--- src/hw/rtl/dap_pkg.sv ---
`timescale 1ns / 1ps

package dap_pkg;

  localparam int unsigned DEF_MAX_ADD_DAYS = 65535;
  localparam int unsigned YEAR_TOP         = 16383;

  localparam int unsigned DAY_W   = 5;
  localparam int unsigned MONTH_W = 4;
  localparam int unsigned YEAR_W  = 14;
  localparam int unsigned YEARI_W = YEAR_W + 1;  // holds one year past the top
  localparam int unsigned ADD_W   = 16;
  localparam int unsigned DOY_W   = 9;
  localparam int unsigned C100_W  = 7;
  localparam int unsigned CENT_W  = 8;

  localparam int unsigned IN_W  = 40;
  localparam int unsigned OUT_W = 24;

  // floor(y / 100) == (y * DIV100_MUL) >> DIV100_SHIFT for every y below 2**15
  localparam int unsigned DIV100_MUL   = 5243;
  localparam int unsigned DIV100_SHIFT = 19;
  localparam int unsigned MUL_W        = YEARI_W + 13;

  localparam logic [MONTH_W-1:0] MONTH_JAN = 4'd1;
  localparam logic [MONTH_W-1:0] MONTH_FEB = 4'd2;
  localparam logic [MONTH_W-1:0] MONTH_DEC = 4'd12;

  typedef enum logic [6:0] {
    ST_IDLE   = 7'b0000001,
    ST_DIV    = 7'b0000010,
    ST_REM    = 7'b0000100,
    ST_NORM   = 7'b0001000,
    ST_YEAR   = 7'b0010000,
    ST_MONTH  = 7'b0100000,
    ST_FINISH = 7'b1000000
  } state_e;

  typedef struct packed {
    logic load;
    logic div;
    logic rem;
    logic norm;
    logic year_step;
    logic month_step;
    logic out_load;
  } cmd_t;

  typedef struct packed {
    logic in_year;
    logic year_ovf;
    logic year_fits;
    logic month_fits;
  } status_t;

  function automatic logic [DAY_W-1:0] month_len(input logic [MONTH_W-1:0] m,
                                                 input logic leap);
    logic [DAY_W-1:0] len;
    case (m)
      4'd2:                      len = leap ? 5'd29 : 5'd28;
      4'd4, 4'd6, 4'd9, 4'd11:   len = 5'd30;
      default:                   len = 5'd31;
    endcase
    return len;
  endfunction

  // days before the first of month m in a common year
  function automatic logic [DOY_W-1:0] days_before(input logic [MONTH_W-1:0] m);
    logic [DOY_W-1:0] c;
    case (m)
      4'd2:    c = 9'd31;
      4'd3:    c = 9'd59;
      4'd4:    c = 9'd90;
      4'd5:    c = 9'd120;
      4'd6:    c = 9'd151;
      4'd7:    c = 9'd181;
      4'd8:    c = 9'd212;
      4'd9:    c = 9'd243;
      4'd10:   c = 9'd273;
      4'd11:   c = 9'd304;
      4'd12:   c = 9'd334;
      default: c = 9'd0;
    endcase
    return c;
  endfunction

endpackage

--- src/hw/rtl/dap_ctrl.sv ---
`timescale 1ns / 1ps

module dap_ctrl (
  input  logic             clk_i,
  input  logic             rst_ni,
  input  logic             in_valid_i,
  output logic             in_ready_o,
  output logic             out_valid_o,
  input  logic             out_ready_i,
  input  dap_pkg::status_t status_i,
  output dap_pkg::cmd_t    cmd_o
);
  import dap_pkg::*;

  state_e state_q, state_d;
  logic   out_valid_q, out_valid_d;
  logic   slot_free;

  assign slot_free   = !out_valid_q || out_ready_i;
  assign in_ready_o  = (state_q == ST_IDLE);
  assign out_valid_o = out_valid_q;

  always_comb begin
    state_d     = state_q;
    cmd_o       = '0;
    out_valid_d = out_valid_q && !out_ready_i;
    case (state_q)
      ST_IDLE: begin
        if (in_valid_i) begin
          cmd_o.load = 1'b1;
          state_d    = ST_DIV;
        end
      end
      ST_DIV: begin
        cmd_o.div = 1'b1;
        state_d   = ST_REM;
      end
      ST_REM: begin
        cmd_o.rem = 1'b1;
        state_d   = ST_NORM;
      end
      ST_NORM: begin
        cmd_o.norm = 1'b1;
        state_d    = status_i.in_year ? ST_MONTH : ST_YEAR;
      end
      ST_YEAR: begin
        cmd_o.year_step = 1'b1;
        if (status_i.year_ovf) begin
          state_d = ST_FINISH;
        end else if (status_i.year_fits) begin
          state_d = ST_MONTH;
        end
      end
      ST_MONTH: begin
        cmd_o.month_step = 1'b1;
        if (status_i.month_fits) begin
          state_d = ST_FINISH;
        end
      end
      ST_FINISH: begin
        // wait for the output slot, then hand the result over
        if (slot_free) begin
          cmd_o.out_load = 1'b1;
          out_valid_d    = 1'b1;
          state_d        = ST_IDLE;
        end
      end
      default: begin
        state_d = ST_IDLE;
      end
    endcase
  end

  always_ff @(posedge clk_i or negedge rst_ni) begin
    if (!rst_ni) begin
      state_q     <= ST_IDLE;
      out_valid_q <= 1'b0;
    end else begin
      state_q     <= state_d;
      out_valid_q <= out_valid_d;
    end
  end

endmodule

--- src/hw/rtl/dap_datapath.sv ---
`timescale 1ns / 1ps

module dap_datapath #(
  parameter int unsigned MAX_ADD_DAYS = dap_pkg::DEF_MAX_ADD_DAYS
) (
  input  logic                          clk_i,
  input  logic                          rst_ni,
  input  dap_pkg::cmd_t                 cmd_i,
  output dap_pkg::status_t              status_o,
  input  logic [dap_pkg::DAY_W-1:0]     start_day_i,
  input  logic [dap_pkg::MONTH_W-1:0]   start_month_i,
  input  logic [dap_pkg::YEAR_W-1:0]    start_year_i,
  input  logic [dap_pkg::ADD_W-1:0]     days_to_add_i,
  output logic [dap_pkg::DAY_W-1:0]     new_day_o,
  output logic [dap_pkg::MONTH_W-1:0]   new_month_o,
  output logic [dap_pkg::YEAR_W-1:0]    new_year_o,
  output logic                          year_overflow_o
);
  import dap_pkg::*;

  localparam int unsigned NW = $clog2(MAX_ADD_DAYS + 1);
  localparam int unsigned CW = (NW > DOY_W) ? NW : DOY_W;

  logic [MONTH_W-1:0] m_q;
  logic [DAY_W-1:0]   d_q;
  logic [YEARI_W-1:0] y_q;
  logic [NW-1:0]      n_q;
  logic [DOY_W-1:0]   doy_q;
  logic [CENT_W-1:0]  cent_q;
  logic [C100_W-1:0]  c100_q;
  logic [1:0]         cmod_q;
  logic               ovf_q;

  logic [DAY_W-1:0]   day_q;
  logic [MONTH_W-1:0] month_q;
  logic [YEAR_W-1:0]  year_q;
  logic               yovf_q;

  logic [MUL_W-1:0]   prod;
  logic [YEARI_W-1:0] cent_x100;
  logic               leap;
  logic [DOY_W-1:0]   ylen;
  logic [DAY_W-1:0]   ml;
  logic [DAY_W-1:0]   d_clamp;
  logic [DOY_W-1:0]   doy0;
  logic [DOY_W-1:0]   rest_y;
  logic [CW-1:0]      n_x;
  logic [CW-1:0]      rest_x;
  logic [CW-1:0]      ylen_x;
  logic [MONTH_W-1:0] m_in;
  logic [NW-1:0]      n_in;

  assign prod      = MUL_W'(y_q) * MUL_W'(DIV100_MUL);
  assign cent_x100 = YEARI_W'(cent_q) * YEARI_W'(100);

  assign leap = ((y_q[1:0] == 2'd0) && (c100_q != '0)) || ((c100_q == '0) && (cmod_q == 2'd0));
  assign ylen = leap ? 9'd366 : 9'd365;
  assign ml   = month_len(m_q, leap);

  assign d_clamp = (d_q > ml) ? ml : d_q;
  assign doy0    = days_before(m_q) + DOY_W'(leap && (m_q > MONTH_FEB)) + DOY_W'(d_clamp);
  assign rest_y  = ylen - doy0;
  assign n_x     = CW'(n_q);
  assign rest_x  = CW'(rest_y);
  assign ylen_x  = CW'(ylen);

  always_comb begin
    if (start_month_i == '0) begin
      m_in = MONTH_JAN;
    end else if (start_month_i > MONTH_DEC) begin
      m_in = MONTH_DEC;
    end else begin
      m_in = start_month_i;
    end
  end

  assign n_in = (32'(days_to_add_i) > 32'(MAX_ADD_DAYS)) ? NW'(MAX_ADD_DAYS) : NW'(days_to_add_i);

  assign status_o.in_year    = (n_x <= rest_x);
  assign status_o.year_ovf   = y_q[YEARI_W-1];
  assign status_o.year_fits  = (n_x < ylen_x);
  assign status_o.month_fits = (doy_q <= DOY_W'(ml));

  always_ff @(posedge clk_i) begin
    if (cmd_i.load) begin
      d_q   <= (start_day_i == '0) ? DAY_W'(1) : start_day_i;
      m_q   <= m_in;
      y_q   <= (start_year_i == '0) ? YEARI_W'(1) : YEARI_W'(start_year_i);
      n_q   <= n_in;
      ovf_q <= 1'b0;
    end
    if (cmd_i.div) begin
      cent_q <= prod[DIV100_SHIFT +: CENT_W];
    end
    if (cmd_i.rem) begin
      c100_q <= C100_W'(y_q - cent_x100);
      cmod_q <= cent_q[1:0];
    end
    if (cmd_i.norm) begin
      m_q <= MONTH_JAN;
      if (status_o.in_year) begin
        doy_q <= doy0 + DOY_W'(n_q);
      end else begin
        // move to the first of January of the next year
        n_q <= NW'(n_x - rest_x - CW'(1));
        y_q <= y_q + YEARI_W'(1);
        if (c100_q == C100_W'(99)) begin
          c100_q <= '0;
          cmod_q <= cmod_q + 2'd1;
        end else begin
          c100_q <= c100_q + C100_W'(1);
        end
      end
    end
    if (cmd_i.year_step) begin
      if (status_o.year_ovf) begin
        ovf_q <= 1'b1;
      end else if (status_o.year_fits) begin
        doy_q <= DOY_W'(n_x) + DOY_W'(1);
      end else begin
        n_q <= NW'(n_x - ylen_x);
        y_q <= y_q + YEARI_W'(1);
        if (c100_q == C100_W'(99)) begin
          c100_q <= '0;
          cmod_q <= cmod_q + 2'd1;
        end else begin
          c100_q <= c100_q + C100_W'(1);
        end
      end
    end
    if (cmd_i.month_step && !status_o.month_fits) begin
      doy_q <= doy_q - DOY_W'(ml);
      m_q   <= m_q + MONTH_W'(1);
    end
    if (cmd_i.out_load) begin
      day_q   <= ovf_q ? DAY_W'(31) : doy_q[DAY_W-1:0];
      month_q <= ovf_q ? MONTH_DEC : m_q;
      year_q  <= ovf_q ? YEAR_W'(YEAR_TOP) : y_q[YEAR_W-1:0];
    end
  end

  always_ff @(posedge clk_i or negedge rst_ni) begin
    if (!rst_ni) begin
      yovf_q <= 1'b0;
    end else if (cmd_i.out_load) begin
      yovf_q <= ovf_q;
    end
  end

  assign new_day_o       = day_q;
  assign new_month_o     = month_q;
  assign new_year_o      = year_q;
  assign year_overflow_o = yovf_q;

endmodule

--- src/hw/rtl/date_add_days.sv ---
`timescale 1ns / 1ps
// Channel   Direction  Handshake                    Payload
// s_axis    in         s_axis_tvalid/s_axis_tready  start date and day count
// m_axis    out        m_axis_tvalid/m_axis_tready  resulting date and overflow flag
//
// One item at a time: setup (load, divide, remainder, normalise), then one whole
// year stepped per pass (up to about 180), one month walked per pass in the final
// year (up to 12), then the hand-off. The year loop in the datapath sets the latency.
// Reset clears the state machine and the output valid; no clearing pass.
// A held result stalls only the final hand-off; the next item is taken meanwhile.

module date_add_days #(
  parameter int unsigned MAX_ADD_DAYS = dap_pkg::DEF_MAX_ADD_DAYS
) (
  input  logic                       clk_i,
  input  logic                       rst_ni,
  input  logic                       s_axis_tvalid,
  output logic                       s_axis_tready,
  // start_day[4:0], start_month[8:5], start_year[22:9], days_to_add[38:23], zero[39]
  input  logic [dap_pkg::IN_W-1:0]   s_axis_tdata,
  output logic                       m_axis_tvalid,
  input  logic                       m_axis_tready,
  // new_day[4:0], new_month[8:5], new_year[22:9], year_overflow[23]
  output logic [dap_pkg::OUT_W-1:0]  m_axis_tdata
);
  import dap_pkg::*;

  cmd_t    cmd;
  status_t status;

  logic [DAY_W-1:0]   new_day;
  logic [MONTH_W-1:0] new_month;
  logic [YEAR_W-1:0]  new_year;
  logic               year_overflow;

  dap_ctrl u_ctrl (
    .clk_i       (clk_i),
    .rst_ni      (rst_ni),
    .in_valid_i  (s_axis_tvalid),
    .in_ready_o  (s_axis_tready),
    .out_valid_o (m_axis_tvalid),
    .out_ready_i (m_axis_tready),
    .status_i    (status),
    .cmd_o       (cmd)
  );

  dap_datapath #(
    .MAX_ADD_DAYS (MAX_ADD_DAYS)
  ) u_datapath (
    .clk_i           (clk_i),
    .rst_ni          (rst_ni),
    .cmd_i           (cmd),
    .status_o        (status),
    .start_day_i     (s_axis_tdata[4:0]),
    .start_month_i   (s_axis_tdata[8:5]),
    .start_year_i    (s_axis_tdata[22:9]),
    .days_to_add_i   (s_axis_tdata[38:23]),
    .new_day_o       (new_day),
    .new_month_o     (new_month),
    .new_year_o      (new_year),
    .year_overflow_o (year_overflow)
  );

  assign m_axis_tdata = {year_overflow, new_year, new_month, new_day};

  // one item in flight: taking an item closes the input until it is done
  assert property (@(posedge clk_i) disable iff (!rst_ni)
    s_axis_tvalid && s_axis_tready |=> !s_axis_tready)
    else $error("input taken while an item is in progress");

  assert property (@(posedge clk_i) disable iff (!rst_ni)
    m_axis_tvalid && m_axis_tdata[23] |->
      (m_axis_tdata[22:9] == YEAR_W'(YEAR_TOP)) && (m_axis_tdata[8:5] == MONTH_DEC)
      && (m_axis_tdata[4:0] == DAY_W'(31)))
    else $error("overflow result not saturated");

  assert property (@(posedge clk_i) disable iff (!rst_ni)
    m_axis_tvalid |-> (m_axis_tdata[8:5] != '0) && (m_axis_tdata[8:5] <= MONTH_DEC)
      && (m_axis_tdata[4:0] != '0))
    else $error("result date out of range");

endmodule

--- config.mk ---
export PLATFORM = sky130hd
export DESIGN_NAME = date_add_days
export DESIGN_NICKNAME = d
export VERILOG_FILES = /design/src/hw/rtl/dap_pkg.sv /design/src/hw/rtl/dap_ctrl.sv /design/src/hw/rtl/dap_datapath.sv /design/src/hw/rtl/date_add_days.sv
export SDC_FILE = /design/constraint.sdc
export NUM_CORES = 1
export LEC_CHECK = 0
export ABC_AREA = 1
export ABC_CLOCK_PERIOD_IN_PS = 6630
export BUFFER_PORTS_ARGS = -buffer_cell sky130_fd_sc_hd__buf_2
export CORE_AREA = 2 2 148 150
export DETAILED_ROUTE_END_ITERATION = 6
export DIE_AREA = 0 0 150 152
export GPL_TIMING_DRIVEN = 0
export PLACE_DENSITY_LB_ADDON = 0.12
export SLEW_MARGIN = 40
export SYNTH_ARGS = -nofsm -noshare
export SYNTH_HDL_FRONTEND = slang
export SYNTH_SLANG_ARGS = --single-unit
--- constraint.sdc ---
create_clock -name clk_i -period 6.63 [get_ports clk_i]
set_input_delay 0.663 -clock clk_i [delete_from_list [all_inputs] [get_ports clk_i]]
set_output_delay 0.663 -clock clk_i [all_outputs]
set_load 0.05 [all_outputs]
==> impl_metrics.py <==
metrics = {
    "outcome": {
        "status": "complete, no violations",
    },
    "timing": {
        "rsz0062_at_grt": "false",
        "drv_slew": 0,
        "timing.final.hold_violations": 0,
        "finalSetupViolations": 0,
        "skew_ns": 0.0138,
        "period_share": 0.937,
        "finalWorstSetupSlack_ns": 0.419,
        "max_slew_margin": 0.459,
        "tightest_slew_ns": 0.812,
        "period_minus_slack_ns": 6.21,
        "max_freq_ghz": 0.161,
    },
    "worst_setup_path": {
        "cp_common_cell": "nand2_1",
        "cp_max_fo": 10,
        "worstSetupStartpointType": "flop",
        "cp_slowest_stage_delay_ns": 0.50,
        "required_ns": 6.88,
        "critical_path_class": "reg2reg",
        "crit_arrival_ns": 6.46,
        "rr_worst_depth": 35,
        "cp-end-kind": "flop",
        "regToRegStartpoint": "u_datapath.c100_q[5]",
        "crit_slowest_cell": "fa_2",
        "worstReg2RegEnd": "u_datapath.c100_q[2]",
        "r2r_slack_ns": 0.42,
    },
    "clock_tree": {
        "htreeDepth": 3,
        "path_clk_slew_ns": 0.08,
        "cts_buffers": 9,
        "cts-root-buf": "clkbuf_16",
        "ctsLongestPathBuffers": 2,
        "postCtsHoldBufs": 0,
        "clock_sink_count": 105,
        "cts_tree": "yes",
        "insertion_delay_ns": 0.37,
    },
    "routing": {
        "drc": 0,
        "wl_mm": 29.2,
        "initialDrtViolationCount": 602,
        "dr.pass1.iters": 7,
        "wire_per_inst_um": 15.6,
        "vias": 9776,
        "ant_nets": 0,
        "via_per_inst": 5.23,
    },
    "synth": {
        "synth_ff_type": "dfxtp_1",
        "synth_warnings": 0,
        "syn_area_per_cell_um2": 7.68,
        "synth_fp_nets": 1773,
        "netlist_area_um2": 11500,
        "ys_seq_elements": 105,
        "synth_cell_types": 58,
        "async_flop_share": 0.0857,
        "ys_seq_area_frac": 0.218,
        "synth_edf_count": 37,
        "syn-instance-count": 1504,
    },
    "placement": {
        "placed_area_um2": 12200,
        "place_ws_ns": -0.302,
        "place_congestion": 0.889,
        "dpl.cell_count": 1852,
        "post-dp-hpwl_mm": 24.1,
        "port-buffer-count": 68,
    },
    "cells_and_area": {
        "fin_cells": 1870,
        "fin_area_um2": 12600,
        "final_nets": 1854,
        "final_cell_mix": "361 x nand2_1, 249 x inv_1, 149 x ha_1",
        "final_common_cell": "nand2_1",
        "drive_above_1_share": 0.112,
        "antenna_cells": 0,
        "syn_to_final_growth_pct": 9.21,
    },
    "floorplan": {
        "die_h_um": 152,
        "die_w_um": 150,
        "num_rows": 54,
        "die_area_um2": 22800,
        "io_pins": 70,
        "initial_core_util": 0.541,
        "core_um2": 21400,
    },
    "grt": {
        "antenna_found_initial": 0,
        "grt_pass1_wl_mm": 47.5,
        "gr-total-overflow": 0,
        "grt_usage": 0.265,
        "first_global_vias": 9617,
        "grt_start_max_net_pins": 24,
    },
    "flow_run": {
        "max_cap_viol_count": 0,
    },
    "worst_hold_path": {
        "hold_path.class": "in2async",
    },
}
-- cell families (layout without fill, tap and decap cells) --
kind of cell | count (synthesis) | count (layout) | share of synthesized area
DFF | 105 | 105 | 0.218
adders and majority gates | 225 | 225 | 0.293
xor gates and xnor gates | 72 | 72 | 0.0546
and+or+nand+nor | 619 | 619 | 0.240
AOI/OAI and AO/OA | 185 | 185 | 0.0893
buffers and inverters | 298 | 384 | 0.105
-- per-layer routing --
metal | GRT usage | up-vias | wire length (um)
met2 | 0.467 | 198 | 14700
li1 | - | 4972 | -
met3 | 0.0234 | 63 | 979
met4 | 0.0984 | 0 | 957
met5 | 0 | - | 0
met1 | 0.336 | 4543 | 12500
-- flip-flops by register name, summed over array words and instances, names as in the netlist, 2 cells and up, named ones only --
register,count
u_datapath.cmod_q,2
u_datapath.new_year_o,14
u_datapath.d_q,5
u_ctrl.state_q,7
u_datapath.y_q,15
u_datapath.c100_q,7
u_datapath.n_q,16
u_datapath.doy_q,9
u_datapath.new_month_o,4
u_datapath.m_q,4
u_datapath.new_day_o,5
u_datapath.cent_q,5
-- per-stage QoR --
| stage | util | hold WS, ns | TNS [ns] |
|---|---|---|---|
| 3_5_place_dp | 0.573 | 0.430 | -10.02 |
| 3_3_place_gp | 0.573 | 0.425 | -23.43 |
| 6_report | 0.591 | 0.135 | 0 |
| 2_1_floorplan | - | 0.367 | 0 |
| 5_1_grt | 0.591 | 0.151 | 0 |
| 4_1_cts | 0.588 | 0.137 | 0 |
-- area by class of cell --
| type | instances | area (um2) |
|---|---|---|
| clock buffer | 11 | 233 |
| inverter | 267 | 1010 |
| tap | 280 | 350 |
| clock inverter | 5 | 81.3 |
| sequential | 105 | 2520 |
| fill | 2061 | 8740 |
| multi-input combinational | 1101 | 7850 |
| buffer | 30 | 199 |
| timing repair buffer | 71 | 363 |
-- worst max-delay path, delay by kind of cell (launching register included) --
| family | cells | cell delay [ns] |
|---|---|---|
| AOI/OAI and AO/OA | 7 | 1.11 |
| xor gates and xnor gates | 1 | 0.15 |
| adders and majority gates | 5 | 1.97 |
| buffers and inverters | 7 | 0.73 |
| DFF | 1 | 0.38 |
| and+or+nand+nor | 15 | 1.75 |
-- cells in the mapped netlist, types with 2 or more instances --
library cell	count	area [um2]
a211oi_1	2	15.0
a21o_1	5	37.5
a21oi_1	51	255
a31oi_1	8	50.1
buf_12	2	40.0
buf_2	11	55.1
buf_4	2	15.0
buf_6	4	45.0
clkbuf_1	12	45.0
clkinv_1	2	7.51
dfrtp_1	8	200
dfxtp_1	59	1180
edfxtp_1	37	1110
fa_1	76	1520
ha_1	149	1860
inv_1	252	946
inv_2	10	37.5
inv_4	2	12.5
nand2_1	361	1360
nand2_2	15	93.8
nand2_4	5	56.3
nand3_1	92	460
nand3_2	3	30.0
nand3b_1	2	15.0
nand4_1	19	119
nand4_2	2	25.0
nor2_1	78	293
nor2_2	4	25.0
nor2_4	3	33.8
nor3_1	11	55.1
nor3b_1	2	15.0
nor4_1	5	31.3
o211ai_1	3	22.5
o21a_1	2	15.0
o21ai_0	79	395
o21ai_1	21	105
o21ai_2	3	26.3
o21bai_1	2	15.0
o31ai_1	3	22.5
or2_0	2	12.5
or2_2	8	50.1
xnor2_1	15	131
xor2_1	57	499
-- what timing repair did --
| action | CTS | global route |
|---|---|---|
| gates resized for setup | 3 | 12 |
| cloned | 0 | 0 |
| hold endpoints to repair | 0 | 0 |
| setup endpoints to repair | 50 | 51 |
| setup buffers | 0 | 3 |
| pin swaps | 0 | 2 |
-- how the worst max path moves through the flow --
stage | from | depth (start not counted) | end | slack, ns
2_1_floorplan | u_datapath.c100_q[0] | 36 | u_datapath.y_q[6] | 0.76
3_3_place_gp | u_datapath.c100_q[2] | 34 | u_datapath.c100_q[2] | -0.56
3_5_place_dp | u_datapath.c100_q[0] | 35 | u_datapath.c100_q[2] | -0.30
4_1_cts | u_datapath.c100_q[0] | 36 | u_datapath.c100_q[2] | 0.01
5_1_grt | u_datapath.c100_q[5] | 36 | u_datapath.y_q[10] | 0.001
6_report | u_datapath.c100_q[5] | 35 | u_datapath.c100_q[2] | 0.42
Power is left out: the tool's default activity adds up to more than one toggle a clock period on the data nets, which glitch-free logic cannot reach.
